[src/rtl/core/likelihood_field_map_defines.svh]
// Assertion macros used across the likelihood field map RTL.
`ifndef LIKELIHOOD_FIELD_MAP_DEFINES_SVH
`define LIKELIHOOD_FIELD_MAP_DEFINES_SVH

// The condition must hold at every clock edge outside reset.
`define LFM_ASSERT_HOLDS(label, clk, rst, expr, msg) \
   label: assert property (@(posedge clk) disable iff (rst) (expr)) else $error(msg);

// When the trigger is seen, the check must hold on the next clock.
`define LFM_ASSERT_NEXT(label, clk, rst, trig, expr, msg) \
   label: assert property (@(posedge clk) disable iff (rst) (trig) |=> (expr)) \
      else $error(msg);

// When the trigger is seen, the check must hold in the same clock.
`define LFM_ASSERT_SAME(label, clk, rst, trig, expr, msg) \
   label: assert property (@(posedge clk) disable iff (rst) (trig) |-> (expr)) \
      else $error(msg);

`endif

[src/rtl/core/lfm_pkg.sv]
// Shared constants, codes and payload types of the likelihood field map.
package lfm_pkg;

   localparam int MAX_WIDTH   = 1024;
   localparam int MAX_HEIGHT  = 1024;
   localparam int MAX_DIST    = 6;
   localparam int WIN         = 2 * MAX_DIST + 1;
   localparam int HIST_W      = 2 * MAX_DIST;
   localparam int COL_W       = $clog2(MAX_WIDTH);
   localparam int ROW_W       = 11;
   localparam int DIM_W       = 11;
   localparam int OUT_W       = 10;
   localparam int LEVEL_W     = 8;
   localparam int TABLE_W     = 56;
   localparam int DIST_W      = $clog2(MAX_DIST + 2);
   localparam int POS_W       = 21;
   localparam int QUEUE_DEPTH = 4;
   localparam int QPTR_W      = $clog2(QUEUE_DEPTH);
   localparam int QCNT_W      = $clog2(QUEUE_DEPTH + 1);
   localparam int CSR_IDX_W   = 2;

   localparam logic [DIST_W-1:0]  NO_DIST      = DIST_W'(MAX_DIST + 1);
   localparam logic [DIM_W-1:0]   WIDTH_RESET  = DIM_W'(700);
   localparam logic [DIM_W-1:0]   HEIGHT_RESET = DIM_W'(500);
   localparam logic [TABLE_W-1:0] TABLE_RESET  = TABLE_W'(562);

   typedef enum logic {
      REQ_CELL  = 1'b0,
      REQ_DRAIN = 1'b1
   } lfm_req_kind_type;

   typedef enum logic [CSR_IDX_W-1:0] {
      CSR_MAP_WIDTH   = 2'd0,
      CSR_MAP_HEIGHT  = 2'd1,
      CSR_LEVEL_TABLE = 2'd2
   } lfm_csr_index_type;

   typedef struct packed {
      lfm_req_kind_type req_type;
      logic             occupied;
   } lfm_req_type;

   typedef struct packed {
      logic [OUT_W-1:0]   col_x;
      logic [OUT_W-1:0]   row_y;
      logic [LEVEL_W-1:0] level;
      logic               last;
   } lfm_rsp_type;

   // Effective map width after clamping, plus the level bytes.
   typedef struct packed {
      logic [DIM_W-1:0]   width;
      logic [TABLE_W-1:0] level_table;
   } lfm_cfg_type;

   // One classified cell on its way from the front to the back pipeline.
   typedef struct packed {
      logic             occ_bit;
      logic [COL_W-1:0] in_col;
      logic [ROW_W-1:0] in_row;
      logic             has_out;
      logic [COL_W-1:0] out_col;
      logic [OUT_W-1:0] out_row;
      logic             last;
   } lfm_item_type;

endpackage

[src/rtl/core/lfm_queue.sv]
// Short queue of classified cells between the front end and the back pipeline.
`include "likelihood_field_map_defines.svh"

module lfm_queue (
   input  logic                  clock,
   input  logic                  reset,
   input  logic                  push_valid,
   output logic                  push_ready,
   input  lfm_pkg::lfm_item_type push_item,
   output logic                  pop_valid,
   input  logic                  pop_ready,
   output lfm_pkg::lfm_item_type pop_item
);
   import lfm_pkg::*;

   lfm_item_type      entry_ff [QUEUE_DEPTH];
   logic [QPTR_W-1:0] wr_ptr_ff, wr_ptr_in;
   logic [QPTR_W-1:0] rd_ptr_ff, rd_ptr_in;
   logic [QCNT_W-1:0] count_ff, count_in;
   logic              push_fire, pop_fire;

   assign push_ready = (count_ff != QCNT_W'(QUEUE_DEPTH));
   assign pop_valid  = (count_ff != '0);
   assign pop_item   = entry_ff[rd_ptr_ff];
   assign push_fire  = push_valid && push_ready;
   assign pop_fire   = pop_valid && pop_ready;

   always_comb begin
      wr_ptr_in = push_fire ? wr_ptr_ff + QPTR_W'(1) : wr_ptr_ff;
      rd_ptr_in = pop_fire  ? rd_ptr_ff + QPTR_W'(1) : rd_ptr_ff;
      count_in  = count_ff;
      if (push_fire && !pop_fire) begin
         count_in = count_ff + QCNT_W'(1);
      end else if (pop_fire && !push_fire) begin
         count_in = count_ff - QCNT_W'(1);
      end
   end

   always_ff @(posedge clock) begin
      if (push_fire) begin
         entry_ff[wr_ptr_ff] <= push_item;
      end
   end

   always_ff @(posedge clock) begin
      if (reset) begin
         wr_ptr_ff <= '0;
         rd_ptr_ff <= '0;
         count_ff  <= '0;
      end else begin
         wr_ptr_ff <= wr_ptr_in;
         rd_ptr_ff <= rd_ptr_in;
         count_ff  <= count_in;
      end
   end

   `LFM_ASSERT_HOLDS(a_queue_bound, clock, reset, count_ff <= QCNT_W'(QUEUE_DEPTH), "queue count past depth")
   `LFM_ASSERT_NEXT(a_queue_grow, clock, reset, push_fire && !pop_fire, count_ff == $past(count_ff) + QCNT_W'(1), "queue count did not grow on push")

endmodule

[config.mk]
export PLATFORM = sky130hd
export DESIGN_NAME = lfm_queue
export DESIGN_NICKNAME = d
export VERILOG_FILES = /design/src/rtl/core/lfm_pkg.sv /design/src/rtl/core/lfm_queue.sv
export VERILOG_INCLUDE_DIRS = /design/src /design/src/rtl/core
export SDC_FILE = /design/constraint.sdc
export NUM_CORES = 1
export LEC_CHECK = 0
export BUFFER_PORTS_ARGS = -buffer_cell sky130_fd_sc_hd__buf_2
export CORE_UTILIZATION = 51
export CTS_CLUSTER_DIAMETER = 100
export CTS_CLUSTER_SIZE = 16
export DETAILED_ROUTE_END_ITERATION = 8
export PLACE_DENSITY = 0.84
export RECOVER_POWER = 100
export SYNTH_ARGS = -nofsm -noshare
export SYNTH_HDL_FRONTEND = slang
export SYNTH_SLANG_ARGS = --single-unit
[constraint.sdc]
create_clock -name clock -period 2.6 [get_ports clock]
set_clock_uncertainty 0.2 [all_clocks]
set_input_delay 0.26 -clock clock [delete_from_list [all_inputs] [get_ports clock]]
set_output_delay 0.26 -clock clock [all_outputs]
set_load 0.01 [all_outputs]
======== Word level (Yosys, flattened, before mapping) ========
Memories as Yosys holds them, arrays and structs flattened. A register that Yosys moved wholly into a read port is not among the register bits.
Cells that the tools add are included.
operators by class
  multipliers ............................. 0
  mux-type cells .......................... 6
  order comparisons ....................... 0
  reductions and logical operators ........ 8
  add/sub/neg operators ................... 4
  bitwise logic cells ..................... 0
  shift-type cells ........................ 0
  eq/ne operators ......................... 1
  divide/modulo/power cells ............... 0
operator list
  cell                                              number
  two-way mux 3 bit                                 2
  adder 2 x 1 -> 2 bit, second input constant       2
  logical AND 1 bit                                 4
  two-way mux 2 bit                                 2
  adder 3 x 1 -> 3 bit, second input constant       1
  != test 3 bit, second input constant              1
  nonzero test 3 bit                                1
  subtractor 3 x 1 -> 3 bit, second input constant  1
  logical NOT 1 bit                                 2
  two-way mux 1 bit                                 2
  nonzero test 2 bit                                1
word-level totals
  bits in latches ......................... 0
  flip-flop bits (word level) ............. 7
  ROM bits ................................ 0
  RAM bits ................................ 176
  word-level logic and storage cells ...... 23
  memories ................................ 1
memory list
  name      depth  bits a word  read ports  clocked after Yosys merged registers in  wr ports  RTL line         text
  entry_ff  4      44           1           1                                        1         lfm_queue.sv:16  lfm_item_type entry_ff [QUEUE_DEPTH];

======== Longest topological paths before layout ========
  depth after elaboration ................. 6
  gate-level depth with buffers ........... 8
  depth with buffers taken out ............ 8

======== Worst setup path after synthesis ========
Ideal clock, no wire load.
  path kind ............................... reg2reg
  start ................................... register count_ff[0]
  end ..................................... memory entry_ff[2][0] in the netlist's numbering (enable)
  required time ........................... 1.994 ns
  buffers on the path ..................... 0
  setup slack ............................. 0.133 ns
  cell stages (with the launch flop) ...... 4
  data arrival time ....................... 1.862 ns
  path through ............................ dfxtp_1 > nor2_1 > a21boi_2 > and2_1
between the ends
  longest elaborated chain between the ends .. 4
RTL lines
  element                                  RTL line         text
  from (decl)                              lfm_queue.sv:19  logic [QCNT_W-1:0] count_ff, count_in;
  from (signal assigned)                   lfm_queue.sv:53  count_ff <= count_in;
  != test 3 bit                            lfm_queue.sv:22  assign push_ready = (count_ff != QCNT_W'(QUEUE_DEPTH));
  logical AND 1 bit                        lfm_queue.sv:25  assign push_fire = push_valid && push_ready;
  net push_fire                            lfm_queue.sv:20  logic push_fire, pop_fire;
  two-way mux 1 bit                        lfm_queue.sv:40  if (push_fire) begin
  two-way mux 1 bit (implied by the code)  lfm_queue.sv:41  entry_ff[wr_ptr_ff] <= push_item;
  to (decl)                                lfm_queue.sv:16
The timed path passes the listed nets, and every way through them passes these cells.

==> metrics.txt <==
path type of the worst min-delay path=in2reg; Req. time, crit path=2.14 ns; die area=13940 µm²; PwrDens=966.7 nW/µm²; FILL cells=906; RSZ-0062 raised after global routing=no; final instance area=8533 µm²; initial core utilization=52.11%; Fin. Hold Viols=0; post-detail-place hpwl=7324 µm; Post-synth EDFFs=176; Port Buffers=93; Synthesis Warnings=0; Netlist cell types=25; initial antenna violation count=1; FP Rows=42; Vias/cell=5.238; DRC Markers=0; post-synthesis sequential area ratio=79.52%; Root Driver=clkbuf_16; Setup Viol. Count Final=0; Post-Route WL=11890 µm; clock insertion delay at the later pin of the skew report=0.41 ns; startpoint types=flop; gr usage total=18.81%; Top Ports=94; H-tree depth=4; top_reg_cell synth=edfxtp_1; status=complete, no violations; CP Capture Type=output port; P_leak=2.764 nW; syn nets=332; critical-path maximum fanout=18; Iter 0 DRT Violations=288; remaining antenna violation count=0; first-pass GRT wire length=19230 µm; largest net degree at the start of global routing=30; TritonCTS clock tree=built; cell area after placement=7574 µm²; Worst-Margin Slew=0.5542 ns; Critical Path AT=1.98 ns; max_slew headroom=62.59%; register bit total from synthesis=185; Post-Route Utilization=64.69%; Die H=118.1 µm; Worst VDD drop=0.5236 mV; vias post-DR=3295; DR WL/cell=18.90 µm; minimum clock period=2.436 ns; Post-Syn Area per Cell=24.72 µm²; fraction of layout cells with a size suffix above 1=21.24%; final total negative setup slack=0 ns; Setup Fix Bufs, Post-CTS=0; gate count of the mapped netlist=278; area of the core=13190 µm²; vias in the first global route=3616; Mapped Area=6873 µm²; fin nets=493; fin. max-slew vios=0; Tcrit/Tclk final=93.70%; TritonCTS buffer count=17; f_max=410.5 MHz; Pwr Total=8.249 mW; Clock Tree Buf Depth=2; Worst-path clk slew=0.06 ns; global route total overflow=0; Setup Crit Path Kind=reg2out; Sink Count=185; Horiz. Die Dim=118.1 µm; drt pass-1 iters=4; area delta synth->final=24.16%; Async SR Flop Fraction=0%; max cap viols=0; Final Wtd Congestion=0.6728
## synth_stat cells, drive strengths merged, types with 3 or more instances
cell type	count	area share, %
ha	5	0.91
xor2	4	0.51
edfxtp	176	77
mux4	44	15
nor2	8	0.44
inv	3	0.16
dfxtp	9	2.6
and2	4	0.36
buf	9	1.6
## registers in the layout, summed over array words and instances, names as in the netlist, named ones only
name and cells:
entry_ff 176, count_ff 3, wr_ptr_ff 2, rd_ptr_ff 2
## per-layer routing
metal  GRT usage [%]  vias to the layer above  wire length (µm)
met1           24.20                     1691              5014
li1                -                     1492                 -
met2           31.14                       94              6137
met3           4.942                       18               576
met4           6.651                        0               163
met5               0                        -                 0
## cell type report
type | instances | area (µm²) | share of cell area [%]
Clock buffer | 19 | 432.9 | 5.073
Tap cell | 176 | 220.2 | 2.581
Timing Repair Buffer | 153 | 914.6 | 10.72
Multi-Input combinational cell | 79 | 1280 | 15.00
Clock inverter | 13 | 201.4 | 2.361
Antenna cell | 1 | 2.502 | 0.02933
Inverter | 3 | 11.26 | 0.1320
Sequential cell | 185 | 5470 | 64.11
## worst paths after layout
path	start	end	slack [ns]	depth (start not counted)
worst max-delay path	flop	pop_item[39]	0.16	3
worst min-delay path	pop_ready	rd_ptr_ff[0]	0.06	4
worst max register to register	count_ff[1]	count_ff[2]	0.24	7
worst min register to register	wr_ptr_ff[1]	wr_ptr_ff[1]	0.32	2
## kinds of logic after synthesis
family                     synth area share [%]
AOI/OAI and AO/OA                        0.5461
xor gates and xnor gates                 0.5097
adders and majority gates                 1.202
buffers and inverters                     1.911
DFF                                       79.52
muxes                                     15.09
and+or+nand+nor                           1.220
## where the power goes
part | switching [mW] | internal (mW)
clock network | 1.01 | 1.70
logic | 0.861 | 0.851
registers | 0.203 | 3.63
total | 2.07 | 6.18
## per-stage QoR
stage | worst slack [ns] | cells | hold WS (ns)
final | 0.1637 | 629 | 0.05899
after global routing | 0.04249 | 629 | 0.1132
after CTS | 0.1008 | 628 | 0.04277
after detailed placement | 0.2268 | 551 | 0.2777
after global placement | 0.3703 | 551 | 0.2698
after floorplan | 0.1325 | 278 | 0.1589
## cells in the final DEF (no fill, tap or decap), types with 3 or more instances in the layout
| cell | count |
|---|---|
| clkinv_4 | 3 |
| buf_2 | 7 |
| ha_1 | 5 |
| bufinv_16 | 5 |
| nor2_1 | 8 |
| and2_2 | 3 |
| inv_1 | 3 |
| edfxtp_1 | 176 |
| dlygate4sd3_1 | 45 |
| dfxtp_1 | 7 |
| clkbuf_4 | 4 |
| clkbuf_2 | 6 |
| buf_4 | 3 |
| clkbuf_16 | 17 |
| mux4_2 | 40 |
| xor2_1 | 4 |
| mux4_1 | 4 |
| clkbuf_1 | 89 |
## critical path: stages (launching register included)
cell	delay, ns
dfxtp_2	0.65
clkbuf_4	0.40
mux4_1	0.36
clkbuf_1	0.15
## repair_timing
action,CTS,global route
endpoints found under the hold margin,183,0
resized for setup,0,0
hold buffers,45,0
(Power assumes the default switching activity.)
