**src/rtl/core/likelihood_field_map_defines.svh**
```systemverilog
// Assertion macros used across the likelihood field map RTL.
`ifndef LIKELIHOOD_FIELD_MAP_DEFINES_SVH
`define LIKELIHOOD_FIELD_MAP_DEFINES_SVH

// The condition must hold at every clock edge outside reset.
`define LFM_ASSERT_HOLDS(label, clk, rst, expr, msg) \
   label: assert property (@(posedge clk) disable iff (rst) (expr)) else $error(msg);

// When the trigger is seen, the check must hold on the next clock.
`define LFM_ASSERT_NEXT(label, clk, rst, trig, expr, msg) \
   label: assert property (@(posedge clk) disable iff (rst) (trig) |=> (expr)) \
      else $error(msg);

// When the trigger is seen, the check must hold in the same clock.
`define LFM_ASSERT_SAME(label, clk, rst, trig, expr, msg) \
   label: assert property (@(posedge clk) disable iff (rst) (trig) |-> (expr)) \
      else $error(msg);

`endif

```
**src/rtl/core/lfm_pkg.sv**
```systemverilog
// Shared constants, codes and payload types of the likelihood field map.
package lfm_pkg;

   localparam int MAX_WIDTH   = 1024;
   localparam int MAX_HEIGHT  = 1024;
   localparam int MAX_DIST    = 6;
   localparam int WIN         = 2 * MAX_DIST + 1;
   localparam int HIST_W      = 2 * MAX_DIST;
   localparam int COL_W       = $clog2(MAX_WIDTH);
   localparam int ROW_W       = 11;
   localparam int DIM_W       = 11;
   localparam int OUT_W       = 10;
   localparam int LEVEL_W     = 8;
   localparam int TABLE_W     = 56;
   localparam int DIST_W      = $clog2(MAX_DIST + 2);
   localparam int POS_W       = 21;
   localparam int QUEUE_DEPTH = 4;
   localparam int QPTR_W      = $clog2(QUEUE_DEPTH);
   localparam int QCNT_W      = $clog2(QUEUE_DEPTH + 1);
   localparam int CSR_IDX_W   = 2;

   localparam logic [DIST_W-1:0]  NO_DIST      = DIST_W'(MAX_DIST + 1);
   localparam logic [DIM_W-1:0]   WIDTH_RESET  = DIM_W'(700);
   localparam logic [DIM_W-1:0]   HEIGHT_RESET = DIM_W'(500);
   localparam logic [TABLE_W-1:0] TABLE_RESET  = TABLE_W'(562);

   typedef enum logic {
      REQ_CELL  = 1'b0,
      REQ_DRAIN = 1'b1
   } lfm_req_kind_type;

   typedef enum logic [CSR_IDX_W-1:0] {
      CSR_MAP_WIDTH   = 2'd0,
      CSR_MAP_HEIGHT  = 2'd1,
      CSR_LEVEL_TABLE = 2'd2
   } lfm_csr_index_type;

   typedef struct packed {
      lfm_req_kind_type req_type;
      logic             occupied;
   } lfm_req_type;

   typedef struct packed {
      logic [OUT_W-1:0]   col_x;
      logic [OUT_W-1:0]   row_y;
      logic [LEVEL_W-1:0] level;
      logic               last;
   } lfm_rsp_type;

   // Effective map width after clamping, plus the level bytes.
   typedef struct packed {
      logic [DIM_W-1:0]   width;
      logic [TABLE_W-1:0] level_table;
   } lfm_cfg_type;

   // One classified cell on its way from the front to the back pipeline.
   typedef struct packed {
      logic             occ_bit;
      logic [COL_W-1:0] in_col;
      logic [ROW_W-1:0] in_row;
      logic             has_out;
      logic [COL_W-1:0] out_col;
      logic [OUT_W-1:0] out_row;
      logic             last;
   } lfm_item_type;

endpackage

```
**src/rtl/core/lfm_front.sv**
```systemverilog
// Front end: register file, raster counters and classification of each beat.
module lfm_front (
   input  logic                       clock,
   input  logic                       reset,
   input  logic                       req_valid,
   output logic                       req_ready,
   input  lfm_pkg::lfm_req_type       req_data,
   input  logic                       csr_valid,
   output logic                       csr_ready,
   input  logic [1:0]                 csr_index,
   input  logic [55:0]                csr_data,
   output logic                       push_valid,
   input  logic                       push_ready,
   output lfm_pkg::lfm_item_type      push_item,
   output lfm_pkg::lfm_cfg_type       cfg
);
   import lfm_pkg::*;

   logic [DIM_W-1:0]   map_width_ff, map_width_in;
   logic [DIM_W-1:0]   map_height_ff, map_height_in;
   logic [TABLE_W-1:0] level_table_ff, level_table_in;

   logic [COL_W-1:0] in_col_ff, in_col_in;
   logic [ROW_W-1:0] in_row_ff, in_row_in;
   logic [COL_W-1:0] out_col_ff, out_col_in;
   logic [ROW_W-1:0] out_row_ff, out_row_in;
   logic [POS_W-1:0] pos_ff, pos_in;
   logic             map_done_ff, map_done_in;

   logic [DIM_W-1:0] w_eff, h_eff;
   logic [POS_W-1:0] lag;
   logic [COL_W-1:0] cur_col, cur_out_col;
   logic [ROW_W-1:0] cur_row, cur_out_row;
   logic [POS_W-1:0] cur_pos;
   logic [DIM_W-1:0] col_inc, out_col_inc;
   logic             skip, push_fire, has_out, fin, occ_bit;

   assign csr_ready = 1'b1;

   always_comb begin
      map_width_in   = map_width_ff;
      map_height_in  = map_height_ff;
      level_table_in = level_table_ff;
      if (csr_valid) begin
         case (csr_index)
            CSR_MAP_WIDTH:   map_width_in   = csr_data[DIM_W-1:0];
            CSR_MAP_HEIGHT:  map_height_in  = csr_data[DIM_W-1:0];
            CSR_LEVEL_TABLE: level_table_in = csr_data[TABLE_W-1:0];
            default:         map_width_in   = map_width_ff;
         endcase
      end
   end

   always_comb begin
      if (map_width_ff == '0) begin
         w_eff = DIM_W'(1);
      end else if (map_width_ff > DIM_W'(MAX_WIDTH)) begin
         w_eff = DIM_W'(MAX_WIDTH);
      end else begin
         w_eff = map_width_ff;
      end
      if (map_height_ff == '0) begin
         h_eff = DIM_W'(1);
      end else if (map_height_ff > DIM_W'(MAX_HEIGHT)) begin
         h_eff = DIM_W'(MAX_HEIGHT);
      end else begin
         h_eff = map_height_ff;
      end
   end

   assign cfg.width       = w_eff;
   assign cfg.level_table = level_table_ff;

   // Results start once six rows plus six cells have gone by.
   assign lag = POS_W'(w_eff) * POS_W'(MAX_DIST) + POS_W'(MAX_DIST);

   // A finished map restarts at the origin on the next cell beat.
   assign cur_col     = map_done_ff ? '0 : in_col_ff;
   assign cur_row     = map_done_ff ? '0 : in_row_ff;
   assign cur_out_col = map_done_ff ? '0 : out_col_ff;
   assign cur_out_row = map_done_ff ? '0 : out_row_ff;
   assign cur_pos     = map_done_ff ? '0 : pos_ff;

   assign skip       = map_done_ff && (req_data.req_type == REQ_DRAIN);
   assign req_ready  = push_ready;
   assign push_valid = req_valid && !skip;
   assign push_fire  = push_valid && push_ready;

   assign has_out = (cur_pos >= lag);
   assign fin     = has_out && (cur_out_row >= (h_eff - DIM_W'(1)))
                  && ({1'b0, cur_out_col} >= (w_eff - DIM_W'(1)));
   assign occ_bit = (req_data.req_type == REQ_CELL) && (cur_row < h_eff)
                  && req_data.occupied;

   assign col_inc     = {1'b0, cur_col} + DIM_W'(1);
   assign out_col_inc = {1'b0, cur_out_col} + DIM_W'(1);

   always_comb begin
      in_col_in   = in_col_ff;
      in_row_in   = in_row_ff;
      out_col_in  = out_col_ff;
      out_row_in  = out_row_ff;
      pos_in      = pos_ff;
      map_done_in = map_done_ff;
      if (push_fire) begin
         pos_in      = cur_pos + POS_W'(1);
         map_done_in = fin;
         if (col_inc >= w_eff) begin
            in_col_in = '0;
            in_row_in = cur_row + ROW_W'(1);
         end else begin
            in_col_in = col_inc[COL_W-1:0];
            in_row_in = cur_row;
         end
         out_col_in = cur_out_col;
         out_row_in = cur_out_row;
         if (has_out && !fin) begin
            if (out_col_inc >= w_eff) begin
               out_col_in = '0;
               out_row_in = cur_out_row + ROW_W'(1);
            end else begin
               out_col_in = out_col_inc[COL_W-1:0];
            end
         end
      end
   end

   assign push_item.occ_bit = occ_bit;
   assign push_item.in_col  = cur_col;
   assign push_item.in_row  = cur_row;
   assign push_item.has_out = has_out;
   assign push_item.out_col = cur_out_col;
   assign push_item.out_row = cur_out_row[OUT_W-1:0];
   assign push_item.last    = fin;

   always_ff @(posedge clock) begin
      if (reset) begin
         map_width_ff   <= WIDTH_RESET;
         map_height_ff  <= HEIGHT_RESET;
         level_table_ff <= TABLE_RESET;
         in_col_ff      <= '0;
         in_row_ff      <= '0;
         out_col_ff     <= '0;
         out_row_ff     <= '0;
         pos_ff         <= '0;
         map_done_ff    <= 1'b0;
      end else begin
         map_width_ff   <= map_width_in;
         map_height_ff  <= map_height_in;
         level_table_ff <= level_table_in;
         in_col_ff      <= in_col_in;
         in_row_ff      <= in_row_in;
         out_col_ff     <= out_col_in;
         out_row_ff     <= out_row_in;
         pos_ff         <= pos_in;
         map_done_ff    <= map_done_in;
      end
   end

endmodule

```
**config.mk**
```make
export PLATFORM = sky130hd
export DESIGN_NAME = lfm_front
export DESIGN_NICKNAME = d
export VERILOG_FILES = /design/src/rtl/core/likelihood_field_map_defines.svh /design/src/rtl/core/lfm_pkg.sv /design/src/rtl/core/lfm_front.sv
export SDC_FILE = /design/constraint.sdc
export NUM_CORES = 1
export LEC_CHECK = 0
export BUFFER_PORTS_ARGS = -buffer_cell sky130_fd_sc_hd__clkbuf_2
export CORE_ASPECT_RATIO = 1.2
export CORE_MARGIN = 2
export CORE_UTILIZATION = 45
export DETAILED_ROUTE_END_ITERATION = 8
export HOLD_SLACK_MARGIN = 0.03
export MAX_ROUTING_LAYER = met4
export PLACE_DENSITY = 0.69
export SETUP_SLACK_MARGIN = 0.4
export SLEW_MARGIN = 15
export SYNTH_ARGS = -nofsm -noshare
export SYNTH_HDL_FRONTEND = slang
export SYNTH_SLANG_ARGS = --single-unit
```
**constraint.sdc**
```tcl
create_clock -name clock -period 10.9 [get_ports clock]
set_clock_uncertainty 0.1 [all_clocks]
set_input_delay 1.635 -clock clock [delete_from_list [all_inputs] [get_ports clock]]
set_output_delay 1.635 -clock clock [all_outputs]
set_load 0.02 [all_outputs]
```
# Yosys cells after proc, flatten, opt, wreduce, memory -nomap -nowiden
# Index checks and enable logic that the tools add are counted.
# op_classes
multipliers	1
n_div	0
n_mux	15
eq_ne	2
n_addsub	8
reduce_logical	16
bitwise_logic	1
magnitude_cmp	8
shift	0
# ops
operator	n
11-bit 2-to-1 mux	9
10-bit 2-to-1 mux	5
11-bit >= comparator	3
10-bit by 1-bit adder with 11-bit output (second input constant)	2
11-bit by 1-bit adder with 11-bit output (second input constant)	2
11-bit > comparator (second input constant)	2
11-bit logical NOT	2
11-bit by 1-bit subtractor with 11-bit output (second input constant)	2
21-bit by 1-bit adder with 21-bit output (second input constant)	1
21-bit by 15-bit >= comparator with 1-bit output	1
21-bit 2-to-1 mux	1
14-bit by 3-bit adder with 15-bit output (second input constant)	1
11-bit by 2-bit multiplier with 13-bit output (second input constant)	1
10-bit by 11-bit >= comparator with 1-bit output	1
11-bit less-than comparator	1
1-bit logical AND	8
2-bit AND reduction	3
2-bit by 1-bit equality test with 1-bit output (second input constant)	1
2-bit equality test (second input constant)	1
1-bit logical NOT	2
2-bit logical NOT	1
1-bit NOT	1
# word_totals
reg_bits	142
out_inout_bits	114
input_bits	65
mem_bits_ro	0
elab_cells	60
memories	0
latchBits	0
ram_bits	0

# Depth between registers and ports, before layout
# logic_depth
word_depth	11
mapped_depth	22
ltp_nobuf	20

# Least setup slack after synthesis
# Ideal clock, no wire load.
# synth_timing
path_type	register to output
from	register map_width_ff[10]
to	output port push_item[0] (netlist name)
setup_slack_ps	4641
t_arrival_ps	4524
path_buffers	2
stages_incl_launch_ff	19
required_ps	9165
cell_sequence	dfxtp_1 inv_1 buf_1 nand2_1 inv_1 ha_1 fa_1 a211oi_1 o21ai_0 a31oi_1 or4b_2 o311ai_0 xnor2_1 ha_1 a21oi_1 o21ai_0 o311ai_2 a211oi_1 buf_4
# synth_rtl
element	line_no	rtl
start, declared	lfm_front.sv:19	logic [DIM_W-1:0] map_width_ff, map_width_in;
start signal, assigned	lfm_front.sv:148	map_width_ff <= map_width_in;
end, declared	lfm_front.sv:14	output lfm_pkg::lfm_item_type push_item,

==> impl_results.md <==
- Status: finished, final reports clean
- WL/cell: 16.6 um
- Layout cells sized above 1: 17.9%
- Skew-Pair Late Insertion Delay: 0.43 ns
- Antenna-violating nets left: 0
- Final WL: 27.3 mm
- Fin. Hold Viols: 0
- DRC Markers: 0
- Num CTS Buffers: 17
- Min-delay src: level_table_ff[37]$_SDFFE_PP0P_
- Avg Cell Area, Syn: 7.73 sq um
- Worst R2R Setup Slack: 4.85 ns
- Starting density of the core: 45.5%
- Async SR Flop Fraction: 0%
- Peak VDD IR: 0.119 mV
- Synth unique cells: 74
- Height of the die: 163 um
- Crit-path cells: inv_1 -> nand2_1 -> inv_1 -> ha_1 -> fa_1 -> a211oi_1 -> o21ai_0 -> a31oi_1 -> or4b_2 -> o311ai_0 -> xnor2_1 -> ha_1 -> nand2_1 -> o21ai_0 -> nand2b_1 -> o311ai_2 -> a211oi_1 -> clkbuf_2
- Pin slew with the least headroom to its limit: 1.02 ns
- Layout Nets: 1,520
- EDFF count, synth: 0
- R2R Path End: out_row_ff[9]$_SDFFE_PP0P_
- Final slew viol count: 0
- Crit end category: primary output
- DIE WIDTH: 136 um
- Worst hold margin: 0.356 ns
- H-Tree Depth: 4
- CP required: 9.17 ns
- Worst EP arrival: 5.58 ns
- PD cells: 120 mW/mm^2
- Crit path to: push_item[0]
- First-pass GRT wire length: 43.9 mm
- Hold Crit Class: reg2reg
- Grt ovf: 0
- Via count: 9,133
- IO Port Bufs: 177
- Cells after Synth: 1,222
- CTS sink cnt: 142
- Setup TNS: 0 ns
- Post-CTS Resized: 0
- Std cell rows: 58
- # setup viols final: 0
- Die area: 0.0222 sq mm
- CTS root buf: clkbuf_16
- Critical Setup Path Class: reg2out
- Dpl cell area: 0.0105 sq mm
- CTS Buffer Depth: 2
- Max-cap violations: 0
- Final Critical Period: 7.32 ns
- Slew Limit Headroom: 32.3%
- Achievable Freq: 137 MHz
- Largest net degree at the start of global routing: 90
- Reg2Reg Depth: 19
- Tcrit/Tclk final: 67.1%
- CTS tree: yes
- Static leakage: 0.00488 uW
- Worst reg2reg startpoint: map_width_ff[10]$_SDFFE_PP0P_
- Slowest-stage cell, CP: or4b_2
- Setup Fix Bufs, Post-CTS: 0
- Drt pass-1 iters: 5
- Antenna violations before repair: 0
- Initial DRC count: 576
- Boundary pin count: 179
- #FFs+latches synth: 142
- Main flop type after synthesis: dfxtp_1
- Vias per cell: 5.57
- Crit-path max FO: 16
- Vias in the first global route: 8,916
- Synth warn: 0
- Cell area after layout: 0.0110 sq mm
- Setup crit start: map_width_ff[10]$_SDFFE_PP0P_
- CP Launch Type: flop
- Hold-fix buffers at CTS: 0
- Global-route usage over all layers: 25.5%
- Synthesis-to-layout area growth: 16.8%
- Number of diodes: 0
- Clk slew on worst S/H paths: 0.07 ns
- Sequential-to-total area share from yosys stat: 30.1%
- Detail Placement HPWL: 20.5 mm
- Final GP Congestion: 0.895
- RSZ-0062 raised after global routing: false
- Standard cell core area: 0.0208 sq mm
- Critical Path Max Stage Delay: 0.59 ns
- Synthesized area: 0.00944 sq mm
-- per-stage QoR --
step | setup slack [ns] | std cells | power (uW) | util [%]
final | 3.58 | 1641 | 1330 | 53.1
after global routing | 3.19 | 1641 | 1380 | 53.1
after CTS | 3.59 | 1641 | 1330 | 53.1
after detailed placement | 4.08 | 1609 | 762 | 50.4
after global placement | 4.16 | 1609 | 758 | 50.4
after floorplan | 4.64 | 1223 | 698 | -
-- metal layers --
metal / track usage, % / routed length [um] / vias to the layer above
met2: 42.6 / 13400 / 269
met5: - / 0 / -
met1: 29.8 / 11500 / 4259
met4: 10.1 / 858 / 0
li1: - / - / 4546
met3: 5.23 / 1560 / 59
-- flip-flops by register name, indices dropped and copies added (netlist names) --
signal	count
in_col_ff	10
in_row_ff	11
level_table_ff	56
map_done_ff	1
map_height_ff	11
map_width_ff	11
out_col_ff	10
out_row_ff	11
pos_ff	21
-- cell usage in the layout (no fill, tap or decap), drive strengths merged, types with 9 or more instances in the layout --
cell type	n
o211ai	15
nor2b	66
nand4	27
and3	10
buf	9
dfxtp	142
a211o	9
ha	96
a211oi	11
a21oi	116
nand3	27
a31oi	9
inv	31
nor2	100
nor4	16
nand3b	18
nand2	231
xor2	32
mux2	11
nand2b	16
xnor2	26
clkbuf	193
nor3	18
o21ai	51
-- final cells by class --
type	instances	area (sq um)
fill	2065	9720
timing repair buffer	185	948
clock buffer	17	425
multi-input combinational	988	6230
tap	270	338
clock inverter	15	150
sequential	142	2840
inverter	24	90.1
-- cell families (layout without fill, tap and decap cells) --
group	Yosys count	after routing	share of synthesized area (%)
fa+ha+maj	97	97	12.9
other cells	1	2	0.0397
mux	16	16	1.84
buf+inv	93	241	3.98
xor+xnor	58	58	5.38
compound gates	259	259	17.2
simple gates	556	556	28.5
flops	142	142	30.1
-- cells in the mapped netlist (4+ instances only) --
cell      instances  area share [%]
inv_1            24            0.95
nor2b_1          66             4.4
buf_2             6            0.32
nand2_1         231             9.2
o211ai_1         15             1.2
xnor2_1          26             2.4
nor3_1           18            0.95
and3_1           10            0.66
a22oi_1           4            0.32
clkbuf_1         50             2.0
o21a_1            6            0.48
and4_1            5            0.46
nand3_1          27             1.4
a31oi_1           8            0.53
or4_1             5            0.40
nor4_1           16             1.1
xor2_1           32             3.0
a21o_1            4            0.32
buf_1             8            0.32
nand4_1          25             1.7
a21oi_1         116             6.1
buf_4             5            0.40
a211oi_1         11            0.87
nand2b_1         15            0.99
nand3b_1         18             1.4
ha_1             96              13
mux2i_1           5            0.53
mux2_2           11             1.3
nor2_1          100             4.0
a211o_1           9            0.84
o21ai_0          50             2.7
dfxtp_1         142              30
-- worst min-delay path by stage --
stage                                                 end  slack (ns)  cells after the start
after floorplan                    pos_ff[1]$_SDFFE_PP0P_        0.35                      2
after global placement    level_table_ff[46]$_SDFFE_PP0P_        0.34                      2
after detailed placement  level_table_ff[37]$_SDFFE_PP0P_        0.35                      2
after CTS                 level_table_ff[37]$_SDFFE_PP0P_        0.36                      2
after global routing      level_table_ff[42]$_SDFFE_PP0P_        0.37                      2
final                     level_table_ff[37]$_SDFFE_PP0P_        0.36                      2
-- worst max-delay path: cells and delay by family (launching register included) --
family	cells	cell delay, ns
AND/OR/NAND/NOR	4	1.10
buffers and inverters	3	0.73
adder cells (fa/ha/maj)	3	1.04
flip-flops	1	0.51
AO/OA/AOI/OAI	7	1.61
XOR/XNOR	1	0.17
-- where the power goes --
group / switching (uW) / internal, uW / leakage, uW
registers: 9.67 / 532 / 0.00115
logic: 132 / 78.1 / 0.00345
clock network: 270 / 304 / 0.000278
total: 412 / 914 / 0.00488
Note: power is estimated with default switching activity, not from simulation.
